===== config.mk =====
export PLATFORM = sky130hd
export DESIGN_NAME = text_overlay_glyph_rasterizer_flat
export DESIGN_NICKNAME = d
export VERILOG_FILES = /design/src/design/tog_pkg.sv /design/src/design/tog_in_if.sv /design/src/design/tog_out_if.sv /design/src/design/tog_ram.sv /design/src/design/text_overlay_glyph_rasterizer.sv /design/src/flat_wrapper.sv
export SDC_FILE = /design/constraint.sdc
export NUM_CORES = 1
export LEC_CHECK = 0
export ABC_AREA = 1
export BUFFER_PORTS_ARGS = -buffer_cell sky130_fd_sc_hd__buf_2
export CAP_MARGIN = 10
export CORE_ASPECT_RATIO = 0.6
export CORE_MARGIN = 2
export CORE_UTILIZATION = 58
export CTS_BUF_LIST = sky130_fd_sc_hd__clkbuf_2
export DETAILED_ROUTE_END_ITERATION = 6
export PLACE_DENSITY_LB_ADDON = 0.1
export SYNTH_ARGS = -nofsm -noshare
export SYNTH_HDL_FRONTEND = slang
export SYNTH_SLANG_ARGS = --single-unit

===== constraint.sdc =====
create_clock -name clk -period 7.8 [get_ports clk]
set_input_delay 1.17 -clock clk [delete_from_list [all_inputs] [get_ports clk]]
set_output_delay 1.17 -clock clk [all_outputs]
set_load 0.05 [all_outputs]

===== src/design/tog_pkg.sv =====
// Shared widths, codes and the 5x7 font table of the text overlay rasterizer.
package tog_pkg;

    localparam int MAX_CHARS_DEF = 16;
    localparam int MAX_SCALE_DEF = 8;

    localparam int FUNC_W      = 1;
    localparam int CHAR_SLOT_W = 4;
    localparam int CHAR_CODE_W = 4;
    localparam int PIXEL_X_W   = 10;
    localparam int PIXEL_Y_W   = 7;
    localparam int COLOR_W     = 8;
    localparam int SCALE_W     = 4;
    localparam int TEXT_LEN_W  = 5;
    localparam int CFG_DATA_W  = 5;
    localparam int CFG_INDEX_W = 1;

    localparam logic [FUNC_W-1:0] FUNC_WRITE = 1'b0;
    localparam logic [FUNC_W-1:0] FUNC_QUERY = 1'b1;

    localparam logic [CFG_INDEX_W-1:0] CFG_SCALE       = 1'b0;
    localparam logic [CFG_INDEX_W-1:0] CFG_TEXT_LENGTH = 1'b1;

    localparam logic [COLOR_W-1:0] INK_LEVEL = 8'd255;
    localparam logic [COLOR_W-1:0] INK_ALPHA = 8'd235;
    localparam logic [COLOR_W-1:0] BOX_ALPHA = 8'd150;

    localparam int GLYPH_COUNT = 12;
    localparam int GLYPH_ROWS  = 7;
    localparam int GLYPH_COLS  = 5;

    // One entry per glyph row; bit 4 is the leftmost column.
    localparam logic [4:0] FONT_ROWS [GLYPH_COUNT][GLYPH_ROWS] = '{
        '{5'h0E, 5'h11, 5'h13, 5'h15, 5'h19, 5'h11, 5'h0E},
        '{5'h04, 5'h0C, 5'h04, 5'h04, 5'h04, 5'h04, 5'h0E},
        '{5'h0E, 5'h11, 5'h01, 5'h02, 5'h04, 5'h08, 5'h1F},
        '{5'h1F, 5'h02, 5'h04, 5'h02, 5'h01, 5'h11, 5'h0E},
        '{5'h02, 5'h06, 5'h0A, 5'h12, 5'h1F, 5'h02, 5'h02},
        '{5'h1F, 5'h10, 5'h1E, 5'h01, 5'h01, 5'h11, 5'h0E},
        '{5'h06, 5'h08, 5'h10, 5'h1E, 5'h11, 5'h11, 5'h0E},
        '{5'h1F, 5'h01, 5'h02, 5'h04, 5'h08, 5'h08, 5'h08},
        '{5'h0E, 5'h11, 5'h11, 5'h0E, 5'h11, 5'h11, 5'h0E},
        '{5'h0E, 5'h11, 5'h11, 5'h0F, 5'h01, 5'h02, 5'h0C},
        '{5'h01, 5'h01, 5'h02, 5'h04, 5'h08, 5'h10, 5'h10},
        '{5'h19, 5'h1A, 5'h02, 5'h04, 5'h08, 5'h13, 5'h13}
    };

    function automatic logic font_pixel(input logic [CHAR_CODE_W-1:0] code,
                                        input logic [2:0] row,
                                        input logic [2:0] col);
        logic [4:0] bits;
        logic       hit;
        bits = 5'd0;
        hit  = 1'b0;
        if (code < GLYPH_COUNT && row < GLYPH_ROWS && col < GLYPH_COLS)
        begin
            bits = FONT_ROWS[code][row];
            hit  = bits[3'(GLYPH_COLS - 1) - col];
        end
        return hit;
    endfunction

endpackage


===== src/design/tog_in_if.sv =====
// Input channel carrying write and pixel-query transactions.
interface tog_in_if;
    logic                               valid;
    logic                               ready;
    logic [tog_pkg::FUNC_W-1:0]         func;
    logic [tog_pkg::CHAR_SLOT_W-1:0]    char_slot;
    logic [tog_pkg::CHAR_CODE_W-1:0]    char_code;
    logic [tog_pkg::PIXEL_X_W-1:0]      pixel_x;
    logic [tog_pkg::PIXEL_Y_W-1:0]      pixel_y;

    modport source (output valid, func, char_slot, char_code, pixel_x, pixel_y,
                    input ready);
    modport sink (input valid, func, char_slot, char_code, pixel_x, pixel_y,
                  output ready);
endinterface


===== src/design/tog_out_if.sv =====
// Output channel carrying one RGBA pixel per query transaction.
interface tog_out_if;
    logic                           valid;
    logic                           ready;
    logic [tog_pkg::COLOR_W-1:0]    red;
    logic [tog_pkg::COLOR_W-1:0]    green;
    logic [tog_pkg::COLOR_W-1:0]    blue;
    logic [tog_pkg::COLOR_W-1:0]    alpha;
    logic                           in_image;

    modport source (output valid, red, green, blue, alpha, in_image, input ready);
    modport sink (input valid, red, green, blue, alpha, in_image, output ready);
endinterface


===== src/design/tog_ram.sv =====
// Generic single-write, single-read RAM with a registered read port.
module tog_ram #(
    parameter int WIDTH = 4,
    parameter int DEPTH = 16,
    localparam int AW = (DEPTH > 1) ? $clog2(DEPTH) : 1
) (
    input  logic             clk,
    input  logic             we,
    input  logic [AW-1:0]    waddr,
    input  logic [WIDTH-1:0] wdata,
    input  logic             re,
    input  logic [AW-1:0]    raddr,
    output logic [WIDTH-1:0] rdata
);

    logic [WIDTH-1:0] mem_reg [DEPTH];

    always_ff @(posedge clk)
    begin
        if (we)
        begin
            mem_reg[waddr] <= wdata;
        end
        if (re)
        begin
            rdata <= mem_reg[raddr];
        end
    end

endmodule


===== src/design/text_overlay_glyph_rasterizer.sv =====
// Text overlay rasterizer: 5x7 character generator answering per-pixel RGBA queries.
//
// The item channel takes two kinds of transaction. A write (func 0) stores char_code
// at char_slot in the text store and gives no result. A query (func 1) returns one
// pixel on the result channel: white with alpha 235 on a glyph, black with alpha 150
// on the box, all zero with in_image low outside the image or when the text is empty.
// A query holds the item channel while it passes through the restoring divider that
// finds the character cell, whose quotient width NW is the width of the character
// index, $clog2(MAX_CHARS + 1), then a state that reads the text store, then a state
// that looks up the font and forms the pixel; that state waits while the output
// register is full and then loads the result into it. The user must write the scale
// and text_length registers through the cfg port only while no query is in flight;
// the block does not enforce this. Reset sets scale to 1 and text_length to 0 and
// empties the output register; the text store is not cleared and must be written
// before it is shown. When the receiver stalls, the finished result waits in the
// output register and the block still accepts the next transaction; a second
// finished query then waits until the first is taken.
module text_overlay_glyph_rasterizer #(
    parameter int MAX_CHARS = tog_pkg::MAX_CHARS_DEF,
    parameter int MAX_SCALE = tog_pkg::MAX_SCALE_DEF
) (
    input  logic                               clk,
    input  logic                               rst_n,
    tog_in_if.sink                             item,
    tog_out_if.source                          result,
    input  logic                               cfg_wen,
    input  logic [tog_pkg::CFG_INDEX_W-1:0]    cfg_index,
    input  logic [tog_pkg::CFG_DATA_W-1:0]     cfg_data
);

    localparam int AW     = (MAX_CHARS > 1) ? $clog2(MAX_CHARS) : 1;
    localparam int NW     = $clog2(MAX_CHARS + 1);
    localparam int STEP_W = $clog2(NW + 1);
    localparam int CELL_W = 7;
    localparam int PAD_W  = 5;
    localparam int H_W    = 8;
    localparam int W_W    = (CELL_W + NW + 1 > tog_pkg::PIXEL_X_W) ?
                            CELL_W + NW + 1 : tog_pkg::PIXEL_X_W + 1;
    localparam int CMP_W  = tog_pkg::PIXEL_X_W + CELL_W + NW;
    localparam int XW     = tog_pkg::PIXEL_X_W;
    localparam int YW     = tog_pkg::PIXEL_Y_W;

    localparam logic [1:0] ST_IDLE = 2'd0;
    localparam logic [1:0] ST_DIV  = 2'd1;
    localparam logic [1:0] ST_READ = 2'd2;
    localparam logic [1:0] ST_FIN  = 2'd3;

    logic [1:0]                         state_reg, state_next;
    logic [STEP_W-1:0]                  step_reg, step_next;
    logic [XW-1:0]                      rem_reg, rem_next;
    logic [NW-1:0]                      q_reg, q_next;
    logic [YW-1:0]                      roff_reg, roff_next;
    logic                               inside_reg, inside_next;
    logic                               area_reg, area_next;
    logic [2:0]                         row_reg, row_next;
    logic [2:0]                         col_reg, col_next;
    logic                               ci_ok_reg, ci_ok_next;
    logic                               out_valid_reg, out_valid_next;
    logic [tog_pkg::COLOR_W-1:0]        level_reg, level_next;
    logic [tog_pkg::COLOR_W-1:0]        alpha_reg, alpha_next;
    logic                               in_image_reg, in_image_next;
    logic [tog_pkg::SCALE_W-1:0]        scale_reg;
    logic [tog_pkg::TEXT_LEN_W-1:0]     text_length_reg;

    logic [tog_pkg::SCALE_W-1:0]        s;
    logic [NW-1:0]                      n;
    logic [PAD_W-1:0]                   pad;
    logic [CELL_W-1:0]                  cell_span;
    logic [W_W-1:0]                     img_w;
    logic [H_W-1:0]                     img_h;
    logic [CMP_W-1:0]                   div_sub;
    logic                               div_ge;
    logic [6:0]                         row_hits;
    logic [4:0]                         col_hits;
    logic                               accept;
    logic                               out_free;
    logic                               ink;

    logic                               ram_we;
    logic [AW+tog_pkg::CHAR_SLOT_W-1:0] slot_wide;
    logic [tog_pkg::CHAR_CODE_W-1:0]    ram_rdata;

    tog_ram #(
        .WIDTH (tog_pkg::CHAR_CODE_W),
        .DEPTH (MAX_CHARS)
    ) u_text_store (
        .clk   (clk),
        .we    (ram_we),
        .waddr (slot_wide[AW-1:0]),
        .wdata (item.char_code),
        .re    (state_reg == ST_READ),
        .raddr (q_reg[AW-1:0]),
        .rdata (ram_rdata)
    );

    assign s = (int'(scale_reg) > MAX_SCALE) ? tog_pkg::SCALE_W'(MAX_SCALE) : scale_reg;
    assign n = (int'(text_length_reg) > MAX_CHARS) ? NW'(MAX_CHARS) : NW'(text_length_reg);
    assign pad       = {s, 1'b0};
    assign cell_span = CELL_W'({s, 2'b00}) + CELL_W'({s, 1'b0});
    assign img_w     = W_W'(cell_span) * W_W'(n) + W_W'({s, 1'b0}) + W_W'(s);
    assign img_h     = H_W'(s) * H_W'(11);

    assign item.ready = (state_reg == ST_IDLE);
    assign accept     = item.valid && item.ready;
    assign slot_wide  = {{AW{1'b0}}, item.char_slot};
    assign ram_we     = accept && item.func == tog_pkg::FUNC_WRITE &&
                        int'(item.char_slot) < MAX_CHARS;

    function automatic logic [STEP_W-1:0] step_next_shift(input logic [STEP_W-1:0] step);
        return step - STEP_W'(1);
    endfunction

    assign div_sub = CMP_W'(cell_span) << step_next_shift(step_reg);
    assign div_ge  = CMP_W'(rem_reg) >= div_sub;
    assign out_free = !out_valid_reg || result.ready;

    always_comb
    begin
        for (int k = 1; k <= 7; k++)
        begin
            row_hits[k-1] = {1'b0, roff_reg} >= (8'(s) * 8'(k));
        end
        for (int k = 1; k <= 5; k++)
        begin
            col_hits[k-1] = rem_reg >= (XW'(s) * XW'(k));
        end
    end

    assign ink = inside_reg && area_reg && ci_ok_reg &&
                 tog_pkg::font_pixel(ram_rdata, row_reg, col_reg);

    always_comb
    begin
        state_next     = state_reg;
        step_next      = step_reg;
        rem_next       = rem_reg;
        q_next         = q_reg;
        roff_next      = roff_reg;
        inside_next    = inside_reg;
        area_next      = area_reg;
        row_next       = row_reg;
        col_next       = col_reg;
        ci_ok_next     = ci_ok_reg;
        level_next     = level_reg;
        alpha_next     = alpha_reg;
        in_image_next  = in_image_reg;
        out_valid_next = out_valid_reg && !result.ready;

        case (state_reg)
            ST_IDLE:
            begin
                if (accept && item.func == tog_pkg::FUNC_QUERY)
                begin
                    inside_next = s != '0 && n != '0 &&
                                  W_W'(item.pixel_x) < img_w &&
                                  H_W'(item.pixel_y) < img_h;
                    area_next   = item.pixel_x >= XW'(pad) && item.pixel_y >= YW'(pad);
                    rem_next    = item.pixel_x - XW'(pad);
                    roff_next   = item.pixel_y - YW'(pad);
                    q_next      = '0;
                    step_next   = STEP_W'(NW);
                    state_next  = ST_DIV;
                end
            end
            ST_DIV:
            begin
                if (div_ge)
                begin
                    rem_next = rem_reg - XW'(div_sub);
                end
                q_next    = (q_reg << 1) | NW'(div_ge);
                step_next = step_reg - STEP_W'(1);
                if (step_reg == STEP_W'(1))
                begin
                    state_next = ST_READ;
                end
            end
            ST_READ:
            begin
                row_next   = 3'($countones(row_hits));
                col_next   = 3'($countones(col_hits));
                ci_ok_next = q_reg < n;
                state_next = ST_FIN;
            end
            ST_FIN:
            begin
                if (out_free)
                begin
                    out_valid_next = 1'b1;
                    in_image_next  = inside_reg;
                    if (!inside_reg)
                    begin
                        level_next = '0;
                        alpha_next = '0;
                    end
                    else if (ink)
                    begin
                        level_next = tog_pkg::INK_LEVEL;
                        alpha_next = tog_pkg::INK_ALPHA;
                    end
                    else
                    begin
                        level_next = '0;
                        alpha_next = tog_pkg::BOX_ALPHA;
                    end
                    state_next = ST_IDLE;
                end
            end
            default:
            begin
                state_next = ST_IDLE;
            end
        endcase
    end

    always_ff @(posedge clk or negedge rst_n)
    begin
        if (!rst_n)
        begin
            state_reg       <= ST_IDLE;
            step_reg        <= '0;
            out_valid_reg   <= 1'b0;
            scale_reg       <= tog_pkg::SCALE_W'(1);
            text_length_reg <= '0;
        end
        else
        begin
            state_reg     <= state_next;
            step_reg      <= step_next;
            out_valid_reg <= out_valid_next;
            if (cfg_wen)
            begin
                case (cfg_index)
                    tog_pkg::CFG_SCALE:       scale_reg <= cfg_data[tog_pkg::SCALE_W-1:0];
                    tog_pkg::CFG_TEXT_LENGTH: text_length_reg <= cfg_data;
                    default:                  scale_reg <= scale_reg;
                endcase
            end
        end
    end

    always_ff @(posedge clk)
    begin
        rem_reg      <= rem_next;
        q_reg        <= q_next;
        roff_reg     <= roff_next;
        inside_reg   <= inside_next;
        area_reg     <= area_next;
        row_reg      <= row_next;
        col_reg      <= col_next;
        ci_ok_reg    <= ci_ok_next;
        level_reg    <= level_next;
        alpha_reg    <= alpha_next;
        in_image_reg <= in_image_next;
    end

    assign result.valid    = out_valid_reg;
    assign result.red      = level_reg;
    assign result.green    = level_reg;
    assign result.blue     = level_reg;
    assign result.alpha    = alpha_reg;
    assign result.in_image = in_image_reg;

    a_query_holds_channel: assert property (@(posedge clk) disable iff (!rst_n)
        (accept && item.func == tog_pkg::FUNC_QUERY) |=> !item.ready)
        else $error("item channel ready right after a query transaction");

    a_write_gives_no_result: assert property (@(posedge clk) disable iff (!rst_n)
        (accept && item.func == tog_pkg::FUNC_WRITE && !result.valid) |=> !result.valid)
        else $error("write transaction produced a result");

    a_finish_loads_output: assert property (@(posedge clk) disable iff (!rst_n)
        (state_reg == ST_FIN && out_free) |=> (result.valid && item.ready))
        else $error("finished query did not reach the output register");

    a_outside_is_clear: assert property (@(posedge clk) disable iff (!rst_n)
        (result.valid && !result.in_image) |-> (result.alpha == '0 && result.red == '0))
        else $error("pixel outside the image carries color");

endmodule

===== src/flat_wrapper.sv =====
// flat-port wrapper written by rule: the top's interface ports become plain ports
module text_overlay_glyph_rasterizer_flat 
#(
    parameter int MAX_CHARS = tog_pkg::MAX_CHARS_DEF,
    parameter int MAX_SCALE = tog_pkg::MAX_SCALE_DEF
)
  (clk, rst_n, cfg_wen, cfg_index, cfg_data, item_valid, item_func, item_char_slot, item_char_code, item_pixel_x, item_pixel_y, item_ready, result_valid, result_red, result_green, result_blue, result_alpha, result_in_image, result_ready);
  tog_in_if item_i ();
  tog_out_if result_i ();
  input  logic clk;
  input  logic rst_n;
  input  logic cfg_wen;
  input  logic [tog_pkg::CFG_INDEX_W-1:0] cfg_index;
  input  logic [tog_pkg::CFG_DATA_W-1:0] cfg_data;
  input wire logic [$bits(item_i.valid)-1:0] item_valid;
  input wire logic [$bits(item_i.func)-1:0] item_func;
  input wire logic [$bits(item_i.char_slot)-1:0] item_char_slot;
  input wire logic [$bits(item_i.char_code)-1:0] item_char_code;
  input wire logic [$bits(item_i.pixel_x)-1:0] item_pixel_x;
  input wire logic [$bits(item_i.pixel_y)-1:0] item_pixel_y;
  output wire logic [$bits(item_i.ready)-1:0] item_ready;
  output wire logic [$bits(result_i.valid)-1:0] result_valid;
  output wire logic [$bits(result_i.red)-1:0] result_red;
  output wire logic [$bits(result_i.green)-1:0] result_green;
  output wire logic [$bits(result_i.blue)-1:0] result_blue;
  output wire logic [$bits(result_i.alpha)-1:0] result_alpha;
  output wire logic [$bits(result_i.in_image)-1:0] result_in_image;
  input wire logic [$bits(result_i.ready)-1:0] result_ready;
  assign item_i.valid = item_valid;
  assign item_i.func = item_func;
  assign item_i.char_slot = item_char_slot;
  assign item_i.char_code = item_char_code;
  assign item_i.pixel_x = item_pixel_x;
  assign item_i.pixel_y = item_pixel_y;
  assign item_ready = item_i.ready;
  assign result_valid = result_i.valid;
  assign result_red = result_i.red;
  assign result_green = result_i.green;
  assign result_blue = result_i.blue;
  assign result_alpha = result_i.alpha;
  assign result_in_image = result_i.in_image;
  assign result_i.ready = result_ready;
  text_overlay_glyph_rasterizer #(.MAX_CHARS(MAX_CHARS), .MAX_SCALE(MAX_SCALE)) u_core (.clk(clk), .rst_n(rst_n), .item(item_i), .result(result_i), .cfg_wen(cfg_wen), .cfg_index(cfg_index), .cfg_data(cfg_data));
endmodule

[Word-level counts from Yosys, hierarchy flattened]
Memories as Yosys holds them, arrays and structs flattened. A register that Yosys moved wholly into a read port is not among the register bits.
Index checks and enable logic that the tools add are counted.
Operators by class
  add/subtract/negate cells: 18
  multiply operators: 8
  $lt $le $gt $ge: 26
  equal/unequal tests: 8
  shifts and indexed selects: 1
  multiplexer cells: 27
  bitwise gates (word level): 5
  reduce and logical (&&, ||, !) cells: 27
Operators by type and width (number)
  35-bit 2-to-1 mux: 2
  10-bit by 22-bit greater-or-equal comparator with 1-bit output: 1
  7-bit by 3-bit << shifter with 22-bit output: 1
  7-bit greater-or-equal comparator: 3
  4-bit by 3-bit multiplier with 7-bit output, second input constant: 3
  10-bit by 5-bit greater-or-equal comparator with 1-bit output: 2
  10-bit by 6-bit greater-or-equal comparator with 1-bit output: 2
  10-bit 2-to-1 mux: 2
  5-bit 2-to-1 mux: 4
  10-bit case mux with 2 select lines: 1
  4-bit by 2-bit multiplier with 6-bit output, second input constant: 3
  5-bit binary-select mux with 3-bit select: 1
  7-bit by 5-bit greater-or-equal comparator with 1-bit output: 2
  7-bit by 6-bit greater-or-equal comparator with 1-bit output: 2
  12-bit by 5-bit adder with 13-bit output: 1
  13-bit by 4-bit adder with 13-bit output: 1
  1-bit logical AND: 13
  10-bit by 13-bit less-than comparator with 1-bit output: 1
  7-bit by 5-bit multiplier with 12-bit output: 1
  1-bit by 1-bit adder with 2-bit output: 5
  10-bit by 4-bit greater-or-equal comparator with 1-bit output: 1
  10-bit by 7-bit greater-or-equal comparator with 1-bit output: 1
  5-bit case mux with 2 select lines: 1
  2-bit AND reduction: 5
  44 further kinds: 61
Word-level totals
  flip-flop bits (word level): 63
  RAM bits: 64
  memory bits (read-only): 560
  bits of input ports: 37
  output and inout bits: 35
  word-level logic and storage cells: 138
  memories kept: 2
Memories
  (no name shown): words 16, bits a word 35, rd ports 1, clocked after Yosys merged registers in 0, write ports 0, RTL line tog_pkg.sv:57  | bits = FONT_ROWS[code][row];
  u_core.u_text_store.mem_reg: words 16, bits a word 4, rd ports 1, clocked after Yosys merged registers in 1, write ports 1, RTL line tog_ram.sv:16  | logic [WIDTH-1:0] mem_reg [DEPTH];

[Logic depth before layout (Yosys ltp)]
Gate-level depths: netlist of the first run.
  word-level depth: 12
  mapped depth: 28
  mapped depth without buffers: 26

[Modules after synthesis]
Synthesis of the first run repeated with hierarchy kept, for this count alone.
Second synthesis, totals
  cells, all modules: 1348
  area, all modules: 10766.6 um^2
Modules (own cells, without submodules)
  text_overlay_glyph_rasterizer: instances 1, cells each 1056, area an instance 7758.7 um^2, sequential area each 1427.6 um^2
  tog_ram: instances 1, cells each 292, area an instance 3007.9 um^2, sequential area each 2042.0 um^2

[Worst setup path after synthesis of the first run]
Ideal clock, no wire load.
  path type: register -> register
  from: register u_core.scale_reg[3] (netlist name)
  to: register u_core.inside_reg (data pin)
  library setup time: 0.146 ns
  data arrival time: 5.719 ns
  required time: 7.654 ns
  slack: 1.935 ns
  stages on the path, launching flop included: 24
  path buffers: 1
  period minus slack after synthesis: 5.865 ns
  cell sequence: dfrtp_1 buf_6 inv_2 a21oi_1 nor2_1 ha_1 fa_1 inv_1 nor2_1 fa_1 fa_1 fa_1 ha_1 ha_1 a21o_1 o21bai_1 a21oi_1 xor2_1 ha_1 a21oi_1 o21ai_0 o21ai_1 nand2_1 a21oi_1
On the way
  word-level cells in the longest chain between the ends: 9
  elaborated cells between the ends (all ways): 13
  classes of those cells: 3 x add/sub; 2 x mul; 3 x order compare; 1 x mux; 4 x reduce/logical
RTL lines
  start, declared: RTL line text_overlay_glyph_rasterizer.sv:62  | logic [tog_pkg::SCALE_W-1:0] scale_reg;
  start signal, assigned: RTL line text_overlay_glyph_rasterizer.sv:223  | scale_reg <= tog_pkg::SCALE_W'(1);
  start signal, assigned: RTL line text_overlay_glyph_rasterizer.sv:234  | tog_pkg::CFG_SCALE: scale_reg <= cfg_data[tog_pkg::SCALE_W-1:0];
  start signal, assigned: RTL line text_overlay_glyph_rasterizer.sv:236  | default: scale_reg <= scale_reg;
  4-bit greater-than comparator: RTL line text_overlay_glyph_rasterizer.sv:96  | assign s = (int'(scale_reg) > MAX_SCALE) ? tog_pkg::SCALE_W'(MAX_SCALE) : scale_reg;
  4-bit 2-to-1 mux (*): RTL line text_overlay_glyph_rasterizer.sv:96
  6-bit by 5-bit adder with 7-bit output: RTL line text_overlay_glyph_rasterizer.sv:99  | assign cell_span = CELL_W'({s, 2'b00}) + CELL_W'({s, 1'b0});
  7-bit by 5-bit multiplier with 12-bit output: RTL line text_overlay_glyph_rasterizer.sv:100  | assign img_w = W_W'(cell_span) * W_W'(n) + W_W'({s, 1'b0}) + W_W'(s);
  12-bit by 5-bit adder with 13-bit output: RTL line text_overlay_glyph_rasterizer.sv:100
  13-bit by 4-bit adder with 13-bit output: RTL line text_overlay_glyph_rasterizer.sv:100
  10-bit by 13-bit less-than comparator with 1-bit output: RTL line text_overlay_glyph_rasterizer.sv:155  | W_W'(item.pixel_x) < img_w &&
  1-bit logical AND: RTL line text_overlay_glyph_rasterizer.sv:154  | inside_next = s != '0 && n != '0 &&
  1-bit logical AND (*): RTL line text_overlay_glyph_rasterizer.sv:155
  end signal, assigned: RTL line text_overlay_glyph_rasterizer.sv:247  | inside_reg <= inside_next;
  end, declared: RTL line text_overlay_glyph_rasterizer.sv:53  | logic inside_reg, inside_next;
Every way passes the cells marked *; elsewhere a longest branch is shown, timed or not.
A chain may end at the register's enable or synchronous reset.

[Worst setup path in the final report of the first run]
Same ends and word-level chain as after synthesis.

==> results.cfg, run 1 <==
[status]
status = complete, no violations

[finish]
n_fill_cell = 1520
n_antenna_cell = 0
postLayoutCoreUtil_pct = 63.3
drive_above_1_share_pct = 10.2
fin_nets = 1473
largest_reg_flops = 64
syn_to_final_growth_pct = 5.67
final_cell_area_mm2 = 0.0110

[logic_synthesis]
ys_seq_area_share_pct = 33.4
synth_cell_types = 53
synth_compound_area_share_pct = 12.4
synth.avg_cell_area_um2 = 8.62
synth-edff-count = 103
synth_fa_ha_area_share_pct = 24.9
synthCells = 1206
synth-async-reset-ratio_pct = 12.7
synth_top_family_by_area = adder cells
syn_area_mm2 = 0.0104
synth.area.mux_share_pct = 1.54
synth_nets = 1432
synth_ff_type = edfxtp_1
yosys_warnings = 0
synth_xor_area_share_pct = 2.19
synth-seq-cells = 118
synth-simple-area-share_pct = 16.4

[route]
wl_per_cell_um = 17.0
ant_nets = 0
wl_mm = 25.5
num_vias = 8375
dr.pass1.iters = 5
drcViolationCount = 0
viasPerCell = 5.61
drt-initial-drc-count = 810

[die]
die_w_um = 177
chipHeight_um = 108
die_area_mm2 = 0.0191
initial_utilization_pct = 59.9
rows = 37
ioPinCount = 72
core_area_mm2 = 0.0174

[global_route]
grt_pass1_vias = 7591
grt_max_degree = 35
grt_pass1_wl_mm = 40.7
grt.met2_usage_pct = 36.3
met3_usage_pct = 6.25
antenna_found_initial = 0
grt_use_met1_pct = 46.2
gr-total-overflow = 0
grt.busiest_layer = met1
grt_usage_pct = 28.2

[place]
place_congestion = 0.942
port_buffers = 71
dp_hpwl_mm = 20.1
detailed_place.area_mm2 = 0.0107

[clock_tree]
post_cts.repair.setup_buffers = 0
cts_buffer_depth = 2
cts_resized = 0
insertion_delay_ns = 0.73
cts_max_level = 4
cts_sinks = 118
cts_buffers = 17
cts_tree = yes
clkTransAtPathRegs_ns = 0.20
root_buffer = clkbuf_2
ctsHoldBuffers = 0

[critical_path]
slowest_delay_ns = 0.56
critPathArrivalTime_ns = 7.24
start_kind = flip-flop
end_kind = flip-flop
cp.buffers_inverters = 4
worstPathCellList = buf_4 -> inv_2 -> nand2_1 -> inv_2 -> ha_1 -> fa_1 -> inv_1 -> nor2_1 -> fa_1 -> fa_1 -> fa_1 -> ha_1 -> ha_1 -> a21o_1 -> o21bai_1 -> a21oi_1 -> xor2_1 -> ha_1 -> a21oi_1 -> o21ai_0 -> o21ai_1 -> nand2_1 -> a21oi_1
cpLargestDelayFamily = adder cells
cp_data_required_time_ns = 8.40
crit_fanout = 14
cp_slowest_cell = fa_1
timing_worst_setup_path_type = flip-flop to flip-flop

[timing]
slew_headroom_pct = 32.2
period_share_pct = 85.2
fin_setup_tns_ns = 0
period_needed_ns = 6.64
drv_slew = 0
hold_viol = 0
rsz0062_at_grt = no
holdWs_ns = 0.325
tightestPinTransition_ns = 1.02
clock.fmax_mhz = 151
setup_viol = 0
finClkSkew_ns = 0.0374

[power]
seqPwrFrac_pct = 26.8
finalPower_mw = 3.81
ir_worst_vdd_mv = 0.191
clkPwrFrac_pct = 10.7
combPwrFrac_pct = 62.5
power.net_switching_mw = 2.01
leakage_nw = 5.31
swShare_pct = 52.7
p_int_mw = 1.80
cellPowerDensity_mw_per_mm2 = 347

[min_path]
hp-class = input pin to async pin

[job]
drv_cap = 0
## cell usage in the layout (no fill, tap or decap), types with 14 or more instances in the layout
cell type and count:
nand2_1 198, ha_1 159, inv_1 154, nor2_1 130, edfxtp_1 103, a21oi_1 80
o21ai_0 73, buf_2 71, nand3_1 57, fa_1 30, clkbuf_2 18, xor2_1 16
mux2i_1 16, o221ai_1 16, dfrtp_1 14
## routing by layer
metal | share of wire (%) | routed length [um] | vias up
li1 | - | - | 4167
met4 | 1.3 | 342 | 0
met2 | 37 | 9530 | 306
met5 | 0 | 0 | -
met3 | 8.5 | 2170 | 24
met1 | 53 | 13400 | 3878
## synth_stat cells, drive strengths merged (11+ instances only)
cell type | n | area share (%)
xor2 | 16 | 1.3
a21oi | 82 | 4.0
nand3 | 57 | 2.7
nor2 | 132 | 4.9
inv | 163 | 5.9
dfrtp | 14 | 3.4
nor3 | 12 | 0.58
edfxtp | 103 | 30
clkbuf | 11 | 0.40
o221ai | 16 | 1.3
mux2i | 16 | 1.5
buf | 43 | 2.8
nand2 | 201 | 7.4
fa | 30 | 5.8
ha | 159 | 19
o21ai | 86 | 4.2
## logic make-up (layout without fill, tap and decap cells)
group	Yosys count	after routing
simple gates	416	416
compound gates	223	223
buf+inv	218	272
fa+ha+maj	189	189
flops	118	118
xor+xnor	26	26
mux	16	16
## power groups by stage
stage | clock network [mW] | registers (mW) | logic, mW
after floorplan | 0 | 0.961 | 1.89
after global placement | 0 | 1.03 | 2.31
after detailed placement | 0 | 1.03 | 2.33
after CTS | 0.418 | 1.02 | 2.35
after global routing | 0.440 | 1.04 | 2.69
final | 0.407 | 1.02 | 2.38
## layout make-up
class	instances	area [um^2]	share of cell area, %
timing repair buffer	76	393	3.58
multi-input combinational	870	5980	54.4
clock buffer	18	90.1	0.820
clock inverter	14	150	1.37
inverter	164	616	5.60
sequential	118	3470	31.6
tap	234	293	2.66
## worst paths after layout
kind                                                      start                               endpoint  slack [ns]  cells past startpoint
max in group asynchronous                                 rst_n         u_core.step_reg[1]$_DFFE_PN0P_        7.15                      1
min in group clk                u_core.scale_reg[0]$_DFFE_PN1P_        u_core.scale_reg[0]$_DFFE_PN1P_        0.53                      2
worst max-delay path            u_core.scale_reg[3]$_DFFE_PN0P_            u_core.inside_reg$_DFFE_PP_        1.16                     23
worst min-delay path                                      rst_n  u_core.text_length_reg[0]$_DFFE_PN0P_        0.32                      1
worst min register to register  u_core.scale_reg[0]$_DFFE_PN1P_        u_core.scale_reg[0]$_DFFE_PN1P_        0.53                      2
worst max register to register  u_core.scale_reg[3]$_DFFE_PN0P_            u_core.inside_reg$_DFFE_PP_        1.16                     23
## per-stage QoR
stage                     instances  setup slack (ns)
final                          1494              1.16
after global routing           1494             0.742
after CTS                      1494              1.23
after detailed placement       1462              1.29
after global placement         1462              1.49
after floorplan                1206              1.93
Power figures use the tool's default switching activity.
==> run 2: changes to the inputs <==
--- a/config.mk
+++ b/config.mk
@@ -6,7 +6,7 @@
 export NUM_CORES = 1
 export LEC_CHECK = 0
 export ABC_AREA = 1
-export BUFFER_PORTS_ARGS = -buffer_cell sky130_fd_sc_hd__buf_2
+export BUFFER_PORTS_ARGS = -buffer_cell sky130_fd_sc_hd__clkbuf_2
 export CAP_MARGIN = 10
 export CORE_ASPECT_RATIO = 0.6
 export CORE_MARGIN = 2
==> run 2 against run 1 <==
Routed wire length grew 0.42%; setup slack gained 0.043 ns; final cell count is essentially flat; via count grew 0.23%; total power grew 0.60%; count of clock-buffer cells in the layout shrank 1; utilization grew 0.12 points; sequential share of layout area shrank 0.058 points; fmax grew 0.65%; global-route usage grew 0.36 points; clock power grew 7.1%.
==> results.cfg, run 2 (synthesis gave the netlist of run 1 again) <==
[status]
status = complete, no violations

[finish]
most-common-layout-cells = 198 x nand2_1, 159 x ha_1, 154 x inv_1
final_cell_area_mm2 = 0.0110
syn_to_final_growth_pct = 5.86
largest_reg_flops = 64
drive_above_1_share_pct = 10.2
final_common_cell = nand2_1
n_antenna_cell = 0
fin_nets = 1473

[power]
cellPowerDensity_mw_per_mm2 = 348
p_int_mw = 1.83
leakage_nw = 5.33
seqPwrFrac_pct = 26.7
swShare_pct = 52.3
clkPwrFrac_pct = 11.4
ir_worst_vdd_mv = 0.229
power.net_switching_mw = 2.00
combPwrFrac_pct = 61.9

[clock_tree]
cts_buffers = 17
cts_tree = yes
cts_sinks = 118
post_cts.repair.setup_buffers = 0
cts_buffer_depth = 2
clkTransAtPathRegs_ns = 0.21
ctsHoldBuffers = 0
insertion_delay_ns = 0.71
cts_resized = 0
root_buffer = clkbuf_2
cts_max_level = 4

[timing]
fin_setup_tns_ns = 0
finClkSkew_ns = 0.0374
rsz0062_at_grt = no
period_needed_ns = 6.60
hold_viol = 0
clock.fmax_mhz = 152
tightestPinTransition_ns = 0.969
fin_ws_ns = 1.20
setup_viol = 0
drv_slew = 0
period_share_pct = 84.6
slew_headroom_pct = 35.4

[global_route]
grt_max_degree = 35
grt_pass1_wl_mm = 41.4
antenna_found_initial = 0
grt.busiest_layer = met1
grt_use_met1_pct = 46.5
grt_usage_pct = 28.5
grt_pass1_vias = 7672
met3_usage_pct = 6.21
gr-total-overflow = 0
grt.met2_usage_pct = 37.7

[route]
wl_per_cell_um = 17.1
drcViolationCount = 0
ant_nets = 0
viasPerCell = 5.62
drt-initial-drc-count = 1011
wl_mm = 25.6
num_vias = 8394
dr.pass1.iters = 5

[die]
initial_utilization_pct = 59.9
chipHeight_um = 108
die_w_um = 177
rows = 37
core_area_mm2 = 0.0174
ioPinCount = 72
die_area_mm2 = 0.0191

[critical_path]
crit_fanout = 14
start_kind = flip-flop
timing_worst_setup_path_type = flip-flop to flip-flop
critPathArrivalTime_ns = 7.17
cp_data_required_time_ns = 8.37
end_kind = flip-flop

[job]
drv_cap = 0

[place]
port_buffers = 71
detailed_place.area_mm2 = 0.0107
place_ws_ns = 1.29
dp_hpwl_mm = 20.2
place_congestion = 0.943

[min_path]
hp-class = input pin to async pin
[run 2: changes by cell type in the layout (fill, tap and decap cells not counted), sizes merged]
cell      previous run  this run
buf                 76         5
clkbuf              18        88
clkinv               8         6
bufinv               2         3
clkinvlp             2         3
[run 2: power groups by stage]
stage	registers [mW]	logic (mW)	clock network, mW
after detailed placement	1.04	2.33	0
after global routing	1.05	2.69	0.468
after global placement	1.04	2.30	0
after CTS	1.02	2.34	0.449
final	1.02	2.37	0.436
after floorplan	0.961	1.89	0
[run 2: path summary, 6_finish.rpt]
kind / cells after the start / to / start / slack, ns
worst max register to register: 23 / u_core.inside_reg$_DFFE_PP_ / u_core.scale_reg[3]$_DFFE_PN0P_ / 1.20
worst max-delay path: 23 / u_core.inside_reg$_DFFE_PP_ / u_core.scale_reg[3]$_DFFE_PN0P_ / 1.20
min in group clk: 2 / u_core.text_length_reg[0]$_DFFE_PN0P_ / u_core.text_length_reg[0]$_DFFE_PN0P_ / 0.53
worst min register to register: 2 / u_core.text_length_reg[0]$_DFFE_PN0P_ / u_core.text_length_reg[0]$_DFFE_PN0P_ / 0.53
worst min-delay path: 1 / u_core.step_reg[2]$_DFFE_PN0P_ / rst_n / 0.35
max in group asynchronous: 1 / u_core.scale_reg[0]$_DFFE_PN1P_ / rst_n / 7.12
[run 2: worst max-delay path: stages (launching register included)]
cell and delay [ns]:
dfrtp_1 0.40, buf_4 0.21, inv_2 0.28, nand2_1 0.31, inv_2 0.34, ha_1 0.32
fa_1 0.56, inv_1 0.29, nor2_1 0.13, fa_1 0.50, fa_1 0.52, fa_1 0.43
ha_1 0.28, ha_1 0.35, a21o_1 0.21, o21bai_1 0.16, a21oi_1 0.17, xor2_1 0.16
ha_1 0.28, a21oi_1 0.15, o21ai_0 0.09, o21ai_1 0.15, nand2_1 0.06, a21oi_1 0.11
[run 2: metal layers]
layer / share of wire [%] / vias up
met1: 52 / 3883
met3: 8.5 / 17
met4: 0.83 / 0
met2: 39 / 326
li1: - / 4168
met5: 0 / -
[run 2: stage by stage]
step / cells / hold slack (ns) / util [%] / total power, mW
2_1_floorplan: 1206 / 0.453 / - / 2.85
3_3_place_gp: 1462 / 0.470 / 61.9 / 3.34
3_5_place_dp: 1462 / 0.480 / 61.9 / 3.36
4_1_cts: 1493 / 0.269 / 63.4 / 3.81
5_1_grt: 1493 / 0.310 / 63.4 / 4.20
6_report: 1493 / 0.350 / 63.4 / 3.83
[run 2: final cells by class]
type / count / area, um^2
clock buffers: 17 / 85.1
clock inverters: 14 / 175
fillers: 1500 / 6350
inverters: 164 / 616
multi-input cells: 870 / 5980
flip-flops and latches: 118 / 3470
well taps: 234 / 293
repair buffers: 76 / 393
==> run 3: changes to the inputs <==
==> constraint.sdc (replaced) <==
create_clock -name clk -period 6.4 [get_ports clk]
set_input_delay 0.96 -clock clk [delete_from_list [all_inputs] [get_ports clk]]
set_output_delay 0.96 -clock clk [all_outputs]
set_load 0.05 [all_outputs]
==> run 3 against run 2 <==
Sequential cell count stayed put; cell area hardly changed; count of clock-buffer cells in the layout stayed put; total power is 21% higher; clock skew is 0.0076 ns higher; final cell count is 0.40% higher; via count is 0.27% higher; sequential power is 23% higher; combinational power is 22% higher; die area stayed put; worst hold slack worse by 0.18 ns; critical path depth is 1 lower.
==> results.cfg, run 3 (synthesis gave the netlist of run 1 again) <==
[timing]
period_needed_ns = 5.88
fin_setup_tns_ns = 0
drv_slew = 0
tightestPinTransition_ns = 1.14
setup_viol = 0
clock.fmax_mhz = 170
finClkSkew_ns = 0.0450
hold_viol = 0
rsz0062_at_grt = no
period_share_pct = 91.9
fin_ws_ns = 0.517
slew_headroom_pct = 23.0

[global_route]
antenna_found_initial = 0
gr-total-overflow = 0
grt_pass1_wl_mm = 41.3
grt_pass1_vias = 7733
grt_usage_pct = 28.4
grt_max_degree = 35

[finish]
syn_to_final_growth_pct = 5.90
final_cell_area_mm2 = 0.0110
most-common-layout-cells = 198 x nand2_1, 159 x ha_1, 154 x inv_1
final-instance-count-excl-fill = 1499
n_antenna_cell = 0
final_common_cell = nand2_1
fin_nets = 1478
largest_reg_flops = 64
drive_above_1_share_pct = 10.6

[critical_path]
r2r-start = u_core.scale_reg[0]$_DFFE_PN1P_
end_kind = flip-flop
cp.buffers_inverters = 1
r2r_cells = 22
cp_data_required_time_ns = 6.95
cpLargestDelayFamily = adder cells
endpoint = u_core.inside_reg$_DFFE_PP_
regToRegSetupSlack_ns = 0.52
critPathArrivalTime_ns = 6.44
timing_worst_setup_path_type = flip-flop to flip-flop
regToRegEndpoint = u_core.inside_reg$_DFFE_PP_
worstPathCellList = nor2_1 -> a21oi_1 -> nor2_1 -> ha_1 -> fa_1 -> inv_1 -> nor2_1 -> fa_1 -> fa_1 -> fa_1 -> ha_1 -> ha_1 -> a21o_1 -> o21bai_1 -> a21oi_1 -> xor2_1 -> ha_1 -> a21oi_1 -> o21ai_0 -> o21ai_1 -> nand2_1 -> a21oi_1
slowest_delay_ns = 0.67
crit_fanout = 6
path_depth = 22
cp_slowest_cell = fa_1
cp-startpoint = u_core.scale_reg[0]$_DFFE_PN1P_
start_kind = flip-flop

[die]
initial_utilization_pct = 59.9
core_area_mm2 = 0.0174
die_w_um = 177
rows = 37
die_area_mm2 = 0.0191
chipHeight_um = 108
ioPinCount = 72

[clock_tree]
cts_max_level = 4
cts_resized = 0
post_cts.repair.setup_buffers = 0
insertion_delay_ns = 0.70
cts_tree = yes
cts_buffer_depth = 2
clkTransAtPathRegs_ns = 0.21
ctsHoldBuffers = 0
root_buffer = clkbuf_2
cts_buffers = 17
cts_sinks = 118

[power]
combPwrFrac_pct = 62.7
p_int_mw = 2.17
clkPwrFrac_pct = 10.4
leakage_nw = 5.34
swShare_pct = 53.3
power.net_switching_mw = 2.47
ir_worst_vdd_mv = 0.202
cellPowerDensity_mw_per_mm2 = 421
seqPwrFrac_pct = 26.9

[route]
ant_nets = 0
wl_per_cell_um = 17.1
wl_mm = 25.6
num_vias = 8417
dr.pass1.iters = 5
viasPerCell = 5.62
drt-initial-drc-count = 849
drcViolationCount = 0

[place]
detailed_place.area_mm2 = 0.0108
port_buffers = 71
place_congestion = 0.928
dp_hpwl_mm = 20.3
place_inst = 1467
place_ws_ns = 0.595

[job]
drv_cap = 0

[status]
status = complete, no violations

[min_path]
hp-class = input pin to async pin
## run 3: cell types whose count changed in the layout (fill, tap and decap cells not counted), sizes merged
| cell | delta |
|---|---|
| inv | +4 |
| buf | +5 |
| clkinvlp | -1 |
| bufinv | -2 |
## run 3: how the worst min path moves through the flow
stage                                               start                                    end  slack, ns  depth (start not counted)
finish                                              rst_n         u_core.step_reg[2]$_DFFE_PN0P_       0.17                          1
global route                                        rst_n         u_core.step_reg[2]$_DFFE_PN0P_       0.09                          1
CTS                                                 rst_n         u_core.step_reg[2]$_DFFE_PN0P_       0.09                          1
detailed placement  u_core.text_length_reg[0]$_DFFE_PN0P_  u_core.text_length_reg[0]$_DFFE_PN0P_       0.50                          2
global placement    u_core.text_length_reg[0]$_DFFE_PN0P_  u_core.text_length_reg[0]$_DFFE_PN0P_       0.50                          2
floorplan           u_core.text_length_reg[0]$_DFFE_PN0P_  u_core.text_length_reg[0]$_DFFE_PN0P_       0.45                          2
## run 3: worst reg2reg max path, delay by kind of cell, from the launching register on
kind / cells / cell delay, ns
fa+ha+maj: 8 / 3.28
compound gates: 8 / 1.14
buf+inv: 1 / 0.23
simple gates: 4 / 0.39
flops: 1 / 0.59
xor+xnor: 1 / 0.17
## run 3: power by group through the flow
stage | logic, mW | registers [mW] | clock network, mW
final | 2.90 | 1.25 | 0.483
after global routing | 3.27 | 1.27 | 0.530
after global placement | 2.80 | 1.26 | 0
after detailed placement | 2.85 | 1.26 | 0
after CTS | 2.87 | 1.24 | 0.495
after floorplan | 2.31 | 1.17 | 0
## run 3: cell type report
class                      instances  area (um^2)
clock buffer                      17         85.1
clock inverter                    15          141
fill                            1531         6350
inverter                         164          616
multi-input combinational        870         5980
sequential                       118         3470
tap                              234          293
timing repair buffer              81          430
## run 3: routing by layer
| metal | track usage, % | part of all wire (%) | up-vias |
|---|---|---|---|
| met2 | 37.7 | 38 | 389 |
| li1 | - | - | 4176 |
| met4 | 4.37 | 0.59 | 0 |
| met5 | 0 | 0 | - |
| met3 | 6.32 | 9.9 | 12 |
| met1 | 46.5 | 52 | 3840 |
## run 3: through the flow
step / hold slack [ns] / utilization, % / power (mW)
floorplan: 0.453 / - / 3.48
global placement: 0.499 / 62.1 / 4.06
detailed placement: 0.498 / 62.1 / 4.11
CTS: 0.0892 / 63.4 / 4.60
global route: 0.0925 / 63.4 / 5.07
finish: 0.166 / 63.4 / 4.64
